<file path="src/rtl/chdec_pkg.sv">
// Shared types and constants for the chunked body decoder.
// No dependencies; every other file of the block imports this package.
package chdec_pkg;

  localparam int SIZE_BITS  = 32;
  localparam int LINE_LIMIT = 31;
  localparam int LEN_BITS   = $clog2(LINE_LIMIT + 1);

  localparam logic [7:0] CHAR_CR = 8'h0D;
  localparam logic [7:0] CHAR_LF = 8'h0A;

  typedef enum logic [1:0] {
    K_FRAME = 2'd0,
    K_DATA  = 2'd1,
    K_END   = 2'd2,
    K_ERR   = 2'd3
  } kind_t;

  typedef struct packed {
    kind_t      kind;
    logic [7:0] data;
  } result_t;

endpackage

</file>
<file path="src/rtl/chdec_frame.sv">
// Framing state of the chunked decoder: size-line parse, chunk count, error.
// Depends on chdec_pkg. Produces the result of the byte presented this cycle.
module chdec_frame (
  input  logic              clk,
  input  logic              rst,
  input  logic              cfg_we,
  input  logic              cfg_bit,
  input  logic              step,
  input  logic [7:0]        in_byte,
  output chdec_pkg::result_t res
);
  import chdec_pkg::*;

  typedef enum logic [1:0] {
    PH_LINE = 2'd0,
    PH_DATA = 2'd1,
    PH_DONE = 2'd2,
    PH_ERR  = 2'd3
  } phase_t;

  typedef enum logic [1:0] {
    HX_WAIT   = 2'd0,
    HX_DIGITS = 2'd1,
    HX_END    = 2'd2
  } hex_state_t;

  // Returns {is_hex, value}.
  function automatic logic [4:0] hex_value(input logic [7:0] b);
    logic [4:0] r;
    r = 5'd0;
    if (b >= "0" && b <= "9") r = {1'b1, 4'(b - "0")};
    else if (b >= "A" && b <= "F") r = {1'b1, 4'(b - "A" + 8'd10)};
    else if (b >= "a" && b <= "f") r = {1'b1, 4'(b - "a" + 8'd10)};
    return r;
  endfunction

  logic                 chunked_enable;
  phase_t               phase, phase_next;
  logic [SIZE_BITS-1:0] remaining_count, remaining_count_next;
  logic [LEN_BITS-1:0]  line_length, line_length_next;
  logic [7:0]           previous_byte, previous_byte_next;
  logic                 starts_with_cr, starts_with_cr_next;
  logic [SIZE_BITS-1:0] hex_accumulator, hex_accumulator_next;
  hex_state_t           hex_state, hex_state_next;

  logic [4:0]          hv;
  logic [LEN_BITS:0]   len_inc;
  logic                fault, ended;

  always_comb begin
    res                  = '{kind: K_FRAME, data: 8'd0};
    phase_next           = phase;
    remaining_count_next = remaining_count;
    line_length_next     = line_length;
    previous_byte_next   = previous_byte;
    starts_with_cr_next  = starts_with_cr;
    hex_accumulator_next = hex_accumulator;
    hex_state_next       = hex_state;
    hv                   = hex_value(in_byte);
    len_inc              = {1'b0, line_length} + 1'b1;
    fault                = 1'b0;
    ended                = 1'b0;

    if (!chunked_enable) begin
      res = '{kind: K_DATA, data: in_byte};
    end else begin
      unique case (phase)
        PH_ERR: begin
          res.kind = K_ERR;
        end
        PH_DONE: begin
          res.kind = K_FRAME;
        end
        PH_DATA: begin
          res = '{kind: K_DATA, data: in_byte};
          remaining_count_next = remaining_count - 1'b1;
          if (remaining_count_next == '0) phase_next = PH_LINE;
        end
        PH_LINE: begin
          if (line_length == '0) starts_with_cr_next = (in_byte == CHAR_CR);
          // The CR LF that trails the previous chunk's data is not parsed.
          if (!(starts_with_cr_next && line_length < LEN_BITS'(2)) &&
              hex_state != HX_END) begin
            if (!hv[4]) begin
              hex_state_next = HX_END;
            end else begin
              hex_state_next = HX_DIGITS;
              if (hex_accumulator != '0 || hv[3:0] != 4'd0) begin
                if (hex_accumulator[SIZE_BITS-1 -: 4] != 4'd0) fault = 1'b1;
                else hex_accumulator_next = {hex_accumulator[SIZE_BITS-5:0], hv[3:0]};
              end
            end
          end
          line_length_next = len_inc[LEN_BITS-1:0];
          if (len_inc >= (LEN_BITS+1)'(LINE_LIMIT)) fault = 1'b1;
          else if (len_inc >= (LEN_BITS+1)'(3) && previous_byte == CHAR_CR &&
                   in_byte == CHAR_LF) ended = 1'b1;
          previous_byte_next = in_byte;

          if (fault) begin
            phase_next = PH_ERR;
            res.kind   = K_ERR;
          end else if (ended) begin
            line_length_next     = '0;
            previous_byte_next   = 8'd0;
            starts_with_cr_next  = 1'b0;
            hex_accumulator_next = '0;
            hex_state_next       = HX_WAIT;
            // The closing LF is never a digit, so the size is already final.
            if (hex_accumulator == '0) begin
              phase_next = PH_DONE;
              res.kind   = K_END;
            end else begin
              remaining_count_next = hex_accumulator;
              phase_next           = PH_DATA;
            end
          end
        end
      endcase
    end
  end

  always_ff @(posedge clk) begin
    if (rst) begin
      chunked_enable  <= 1'b0;
      phase           <= PH_LINE;
      remaining_count <= '0;
      line_length     <= '0;
      previous_byte   <= 8'd0;
      starts_with_cr  <= 1'b0;
      hex_accumulator <= '0;
      hex_state       <= HX_WAIT;
    end else begin
      if (cfg_we) chunked_enable <= cfg_bit;
      if (step) begin
        phase           <= phase_next;
        remaining_count <= remaining_count_next;
        line_length     <= line_length_next;
        previous_byte   <= previous_byte_next;
        starts_with_cr  <= starts_with_cr_next;
        hex_accumulator <= hex_accumulator_next;
        hex_state       <= hex_state_next;
      end
    end
  end

endmodule

</file>
<file path="src/rtl/chdec_out_reg.sv">
// Output register of the chunked decoder: holds one result beat until taken.
// Depends on chdec_pkg for the result type.
module chdec_out_reg (
  input  logic               clk,
  input  logic               rst,
  input  logic               load,
  input  chdec_pkg::result_t res,
  input  logic               out_stall,
  output logic               out_valid,
  output logic [1:0]         kind,
  output logic [7:0]         out_byte
);
  import chdec_pkg::*;

  result_t held;

  always_ff @(posedge clk) begin
    if (rst) begin
      out_valid <= 1'b0;
    end else if (load) begin
      out_valid <= 1'b1;
    end else if (!out_stall) begin
      out_valid <= 1'b0;
    end
    if (load) held <= res;
  end

  assign kind     = held.kind;
  assign out_byte = held.data;

endmodule

</file>
<file path="src/rtl/http_chunked_body_decoder_unit.sv">
// Top level of the HTTP/1.1 chunked body decoder.
// Depends on chdec_pkg, chdec_frame and chdec_out_reg.
//
// Usage:
//   Input channel (in_valid, in_stall, in_byte) carries one raw body byte per
//   beat. A beat is taken at a rising edge with in_valid high and in_stall low.
//   Output channel (out_valid, out_stall, kind, out_byte) returns exactly one
//   result beat for every input beat, in order. kind 0 is a framing byte,
//   1 a payload byte in out_byte, 2 the end of the body, 3 a sticky error.
//   Configuration channel (cfg_valid, cfg_ready, cfg_data) writes the single
//   chunked_enable bit; cfg_ready is always high. Write it only while idle.
//
// The result of a byte is loaded into the output register at the edge that
// accepts the byte. Throughput is one byte per cycle while the receiver does
// not stall; the framing state in front of the output register updates once
// per accepted byte. That register lets a new byte in while its beat is being
// taken; when the receiver stalls with a beat held, in_stall rises in the same
// cycle and the held beat stays unchanged until taken.
//
// Synchronous reset drops out_valid, selects pass-through mode and returns
// the framing logic to the start of a chunk-size line.
module http_chunked_body_decoder_unit (
  input  logic       clk,
  input  logic       rst,
  input  logic       cfg_valid,
  output logic       cfg_ready,
  input  logic       cfg_data,
  input  logic       in_valid,
  output logic       in_stall,
  input  logic [7:0] in_byte,
  output logic       out_valid,
  input  logic       out_stall,
  output logic [1:0] kind,
  output logic [7:0] out_byte
);
  import chdec_pkg::*;

  result_t res;
  logic    accept;

  assign cfg_ready = 1'b1;
  // Only a held beat that the receiver refuses blocks the input side.
  assign in_stall  = out_valid && out_stall;
  assign accept    = in_valid && !in_stall;

  chdec_frame u_frame (
    .clk     (clk),
    .rst     (rst),
    .cfg_we  (cfg_valid && cfg_ready),
    .cfg_bit (cfg_data),
    .step    (accept),
    .in_byte (in_byte),
    .res     (res)
  );

  chdec_out_reg u_out (
    .clk       (clk),
    .rst       (rst),
    .load      (accept),
    .res       (res),
    .out_stall (out_stall),
    .out_valid (out_valid),
    .kind      (kind),
    .out_byte  (out_byte)
  );

endmodule

</file>
<file path="config.mk">
export PLATFORM = sky130hd
export DESIGN_NAME = http_chunked_body_decoder_unit
export DESIGN_NICKNAME = d
export VERILOG_FILES = /design/src/rtl/chdec_pkg.sv /design/src/rtl/chdec_frame.sv /design/src/rtl/chdec_out_reg.sv /design/src/rtl/http_chunked_body_decoder_unit.sv
export SDC_FILE = /design/constraint.sdc
export NUM_CORES = 1
export LEC_CHECK = 0
export ABC_AREA = 1
export ABC_CLOCK_PERIOD_IN_PS = 2100
export BUFFER_PORTS_ARGS = -buffer_cell sky130_fd_sc_hd__buf_2
export CELL_PAD_IN_SITES_DETAIL_PLACEMENT = 0
export CELL_PAD_IN_SITES_GLOBAL_PLACEMENT = 1
export CORE_ASPECT_RATIO = 1.25
export CORE_UTILIZATION = 35
export DETAILED_ROUTE_END_ITERATION = 8
export PLACE_DENSITY = 0.74
export SLEW_MARGIN = 20
export SYNTH_ARGS = -nofsm -noshare
export SYNTH_HDL_FRONTEND = slang
export SYNTH_SLANG_ARGS = --single-unit
</file>
<file path="constraint.sdc">
create_clock -name clk -period 2.1 [get_ports clk]
set_input_delay 0.105 -clock clk [delete_from_list [all_inputs] [get_ports clk]]
set_output_delay 0.105 -clock clk [all_outputs]
set_load 0.02 [all_outputs]
</file>
## Word-level counts from Yosys, hierarchy flattened

Cells that the tools add are included.

- Bits in registers: 94
- Input bits: 14
- Output and inout port bits: 13

- $add $sub $neg: 7
- Magnitude comparators: 9
- Equality and inequality tests: 13
- Multiplexer cells: 50
- Reductions and logical operators: 23

Operators by type and width:

| kind | number |
|---|---|
| 32-bit two-way mux | 9 |
| 32-bit logical NOT | 2 |
| 32-bit one-hot mux with 2 select lines | 1 |
| 8-bit two-way mux | 4 |
| 32-bit nonzero test | 1 |
| 32-bit by 1-bit subtractor with 32-bit output (second input constant) | 1 |
| 5-bit two-way mux | 5 |
| 8-bit by 4-bit == test with 1-bit output (second input constant) | 3 |
| 2-bit two-way mux | 11 |
| 1-bit two-way mux | 18 |
| 8-bit by 7-bit greater-or-equal comparator with 1-bit output (second input constant) | 2 |
| 8-bit by 7-bit less-or-equal comparator with 1-bit output (second input constant) | 2 |
| 4-bit by 1-bit subtractor with 4-bit output (second input constant) | 3 |
| 1-bit logical AND | 9 |
| 4-bit adder (second input constant) | 2 |
| 8-bit by 6-bit greater-or-equal comparator with 1-bit output (second input constant) | 1 |
| 8-bit by 6-bit less-or-equal comparator with 1-bit output (second input constant) | 1 |
| 2-bit one-hot mux with 4 select lines | 1 |
| 4-bit nonzero test | 2 |
| 5-bit by 1-bit adder with 6-bit output (second input constant) | 1 |
| 6-bit by 2-bit greater-or-equal comparator with 1-bit output (second input constant) | 1 |
| 6-bit by 5-bit greater-or-equal comparator with 1-bit output (second input constant) | 1 |
| 2-bit by 1-bit != test with 1-bit output (second input constant) | 3 |
| 2-bit != test (second input constant) | 3 |
| 13 further kinds | 15 |

## Depth between registers and ports, before layout

- Depth in word-level cells: 15
- Depth in mapped cells: 17

## By module

Synthesis repeated with hierarchy kept, for this count alone.

- Cells, all modules: 885
- Area, all modules: 5773.0 um^2

By module, submodules not included:

| module | times used | cells each | area an instance (um^2) | sequential area each (um^2) |
|---|---|---|---|---|
| chdec_frame | 1 | 865 | 5405.2 | 1661.6 |
| chdec_out_reg | 1 | 14 | 336.6 | 320.3 |
| http_chunked_body_decoder_unit | 1 | 6 | 31.3 | 0.0 |

## Worst setup path after synthesis

OpenSTA, ideal clock, no wires.

- Kind: register -> register
- Start: reg u_out.out_valid
- End: reg u_frame.hex_accumulator[10]
- Data arrival time: 2021 ps
- Slack: 9 ps
- Cell stages (with the launch flop): 13
- Path buffers: 1
- Period minus slack after synthesis: 2091 ps
- Cell sequence: dfxtp_1 > nand2_1 > inv_2 > nor2_2 > nand2_1 > nor2_2 > nand2_1 > inv_2 > nand2_1 > inv_2 > buf_4 > nand2_1 > a21oi_1

- Cells in the longest elaborated chain, start to end: 4

Ends and longest elaborated chain:

| element | RTL line | source |
|---|---|---|
| from (decl) | chdec_out_reg.sv:9 | `output logic out_valid,` |
| from (signal assigned) | chdec_out_reg.sv:19 | `out_valid <= 1'b0;` |
| from (signal assigned) | chdec_out_reg.sv:21 | `out_valid <= 1'b1;` |
| from (signal assigned) | chdec_out_reg.sv:23 | `out_valid <= 1'b0;` |
| 1-bit logical AND | http_chunked_body_decoder_unit.sv:43 | `assign in_stall = out_valid && out_stall;` |
| via in_stall | http_chunked_body_decoder_unit.sv:29 | `output logic in_stall,` |
| 1-bit logical NOT | http_chunked_body_decoder_unit.sv:44 | `assign accept = in_valid && !in_stall;` |
| 1-bit logical AND | http_chunked_body_decoder_unit.sv:44 |  |
| via accept | http_chunked_body_decoder_unit.sv:39 | `logic accept;` |
| 3-bit AND reduction (no source line) | -- |  |
| to (signal assigned) | chdec_frame.sv:141 | `hex_accumulator <= hex_accumulator_next;` |
| to (decl) | chdec_frame.sv:43 | `logic [SIZE_BITS-1:0] hex_accumulator, hex_accumulator_next;` |

The timed path passes the listed nets, and every way through them passes these cells.
A chain may end at the register's enable or synchronous reset.

## Final worst setup path

- Start: reg u_frame.line_length[1]
- End: reg u_frame.hex_accumulator[10]

- Cells in the longest elaborated chain, start to end: 12

Ends and longest elaborated chain:

| element | RTL line | source |
|---|---|---|
| from (decl) | chdec_frame.sv:40 | `logic [LEN_BITS-1:0] line_length, line_length_next;` |
| from (signal assigned) | chdec_frame.sv:138 | `line_length <= line_length_next;` |
| parallel branches: the longest is 11 deep, another holds 5-bit by 1-bit adder with 6-bit output | -- |  |
| 32-bit two-way mux * | chdec_frame.sv:100 | `if (fault) begin` |

Every way passes the cells marked *. The select of a mux whose other input is x is not followed.

==> results.sh <==
export IMPL_dp_slack_ps=-58.9
export IMPL_ys_seq_area_share_pct=34.3
export IMPL_relSlewSlack_pct=53.3
export IMPL_port_buffers=25
export IMPL_synthAdderAreaFrac_pct=1.95
export IMPL_period_share_pct=96.6
export IMPL_num_vias=5885
export IMPL_clk_latency_ps=360
export IMPL_crit_arrival_ps=2240
export IMPL_dr_first_iter_drc_count=281
export IMPL_boundaryPins=27
export IMPL_post_synth_top_count_cell="nand2_1"
export IMPL_path_class="flip-flop to flip-flop"
export IMPL_area_growth_pct=25.9
export IMPL_path_clk_slew_ps=70
export IMPL_finalNetCount=1027
export IMPL_max_freq_mhz=493
export IMPL_synth_top_area_share_pct=29.1
export IMPL_hold_viol_final=0
export IMPL_async_reset_ff_share_pct=0
export IMPL_fin_cells=1225
export IMPL_cts_num_sinks=94
export IMPL_crit_path_end_kind="flip-flop"
export IMPL_gp_congestion=0.842
export IMPL_root_buffer="clkbuf_16"
export IMPL_wirelength_um=17200
export IMPL_yosysUniqueCellTypes=34
export IMPL_ir_drop_uv=414
export IMPL_slew_viol_final=0
export IMPL_antenna_found_initial=0
export IMPL_tightest_slew_ps=701
export IMPL_syn_avg_cell_area_sq_um=6.18
export IMPL_synth_compound_area_share_pct=13.6
export IMPL_power_density_nw_per_um2=528
export IMPL_drc=0
export IMPL_cp_required_ps=2310
export IMPL_yosys_area_top_type="dfxtp_1"
export IMPL_synth_top_family_by_area="simple AND/OR/NAND/NOR gates"
export IMPL_die_w_um=117
export IMPL_synthesis_area_sq_um=5790
export IMPL_setup_tns_ps=0
export IMPL_core_area_sq_um=16200
export IMPL_ys_warn_count=0
export IMPL_postLayoutCellArea_sq_um=7280
export IMPL_status="finished clean"
export IMPL_clock_skew_ps=9.14
export IMPL_die_area_sq_um=17100
export IMPL_fin_util_pct=45.0
export IMPL_synth_common_cells="nand2_1 (319), nor2_1 (112), dfxtp_1 (84), a21oi_1 (83), inv_1 (78)"
export IMPL_ys_flop_type="dfxtp_1"
export IMPL_place_hpwl_um=12000
export IMPL_die_height_um=146
export IMPL_grt_pass1_wl_um=27500
export IMPL_overflow=0
export IMPL_path_max_fanout=20
export IMPL_drive_gt1_share_pct=21.2
export IMPL_grt_pass1_vias=5520
export IMPL_setup_viol=0
export IMPL_holdCritPathClass="primary input to flip-flop"
export IMPL_synth_edf_count=10
export IMPL_initial_core_util_pct=35.7
export IMPL_diodes=0
export IMPL_p_leak_nw=3.28
export IMPL_syn_inst=936
export IMPL_drt_vias_per_instance=4.80
export IMPL_rsz0062_at_grt="true"
export IMPL_max_cap_violations=0
export IMPL_numCtsBuffers=9
export IMPL_wl_per_cell_um=14.1
export IMPL_grt_max_degree=59
export IMPL_synthesis_nets=959
export IMPL_first_pass_iters=5
export IMPL_p_total_mw=3.85
export IMPL_cts_buffer_depth=2
export IMPL_grt_use_total_pct=20.7
export IMPL_ys_ff_latch=94
export IMPL_cts_tree="yes"
export IMPL_finalWorstSetupSlack_ps=70.6
export IMPL_cp_start_kind="flip-flop"
export IMPL_synth_mux_area_share_pct=0
export IMPL_synthSimpleGateAreaFrac_pct=38.8
export IMPL_antenna_left=0
export IMPL_cts_htree_levels=3
export IMPL_whs_ps=19.9
export IMPL_period_needed_ps=2030
export IMPL_dpl_cell_count=1202
export IMPL_core_rowCount=52
export IMPL_place_area_sq_um=6530
export IMPL_synth_area_leaders="dfxtp_1 (29%), nand2_1 (21%), nor2_1 (7.3%)"
export IMPL_synth_xor_area_share_pct=2.12
state kept, by name, summed over array words and instances (netlist names):
register / cells
u_frame.hex_accumulator: 32
u_frame.hex_state: 2
u_frame.chunked_enable: 1
u_frame.line_length: 5
u_out.out_valid: 1
u_out.out_byte: 8
u_out.kind: 2
u_frame.starts_with_cr: 1
u_frame.phase: 2
u_frame.previous_byte: 8
u_frame.remaining_count: 32
per-layer routing:
layer	share of wire [%]	GRT usage, %	wire length, um
met5	0	0	0
met4	1.9	7.47	335
met3	2.4	2.12	418
met2	51	35.3	8770
met1	45	26.7	7690
power by group:
part / internal [mW] / switching (mW)
Sequential: 1.83 / 0.00758
Combinational: 0.0913 / 0.182
Clock: 0.941 / 0.792
final timing paths:
check	startpoint	to	slack (ps)	cells past startpoint
setup / recovery	u_frame.line_length[1]$_SDFFE_PP0P_	u_frame.hex_accumulator[10]$_SDFFE_PP0P_	70	15
hold / removal	in_byte[4]	u_frame.previous_byte[4]$_SDFFE_PP0P_	20	3
setup reg to reg	u_frame.line_length[1]$_SDFFE_PP0P_	u_frame.hex_accumulator[10]$_SDFFE_PP0P_	70	15
hold reg to reg	u_frame.hex_state[0]$_SDFFE_PP0P_	u_frame.hex_state[0]$_SDFFE_PP0P_	470	2
worst max-delay path: stages (launching register included):
cell and delay, ps:
dfxtp_4 370, inv_2 70, ha_4 130, nand2_4 50, nor2_4 110, o21ai_2 60, o21a_1 120, nand2_2 100
nand2_4 70, nor3_4 290, nand2_4 130, buf_12 170, nand2_1 60, nand2_1 40, nand2_1 50, a21oi_1 60
logic make-up (layout without fill, tap and decap cells):
family                     after synthesis  count (layout)
and+or+nand+nor                        537             537
AOI/OAI and AO/OA                      154             154
buffers and inverters                  127             200
DFF                                     94              94
xor gates and xnor gates                14              14
adders and majority gates                9               9
other                                    1               1
cells in the final DEF, fill, tap and decap left out, types with 2 or more instances in the layout:
master         instances
nor2_2                23
o21ai_1               26
xor2_1                10
buf_2                 25
ha_4                   2
nor3_1                 2
inv_1                 71
clkbuf_16             12
xor2_2                 2
a21oi_1               78
dfxtp_1               79
inv_2                 17
nor3_2                 2
o21ai_2                2
xnor2_2                2
nand4_1               12
edfxtp_1              10
buf_12                 7
nand2_2               12
a21oi_2                5
nand2_1              304
nand2_4                6
nand3_4                2
or2_2                  2
ha_1                   6
clkinv_4               3
buf_4                 58
o21ai_0               38
nand3_1               61
nor2_4                13
nand3_2                3
dlygate4sd3_1          2
dfxtp_2                4
nor2_1                91
final cells by class:
| type | count | area, sq um |
|---|---|---|
| clock buffer | 9 | 225 |
| tap | 216 | 270 |
| clock inverter | 7 | 81.3 |
| timing repair buffer | 96 | 811 |
| inverter | 88 | 330 |
| sequential | 94 | 1990 |
| multi-input combinational | 715 | 3570 |
| fill | 1721 | 8920 |
what timing repair did:
action	CTS	global route
gates cloned	0	3
hold endpoints to repair	1	0
hold buffers	2	0
pin swaps	0	12
endpoints found under the setup margin	7	73
buffers inserted	0	2
gates resized for setup	4	94
Note: power is estimated with default switching activity, not from simulation.
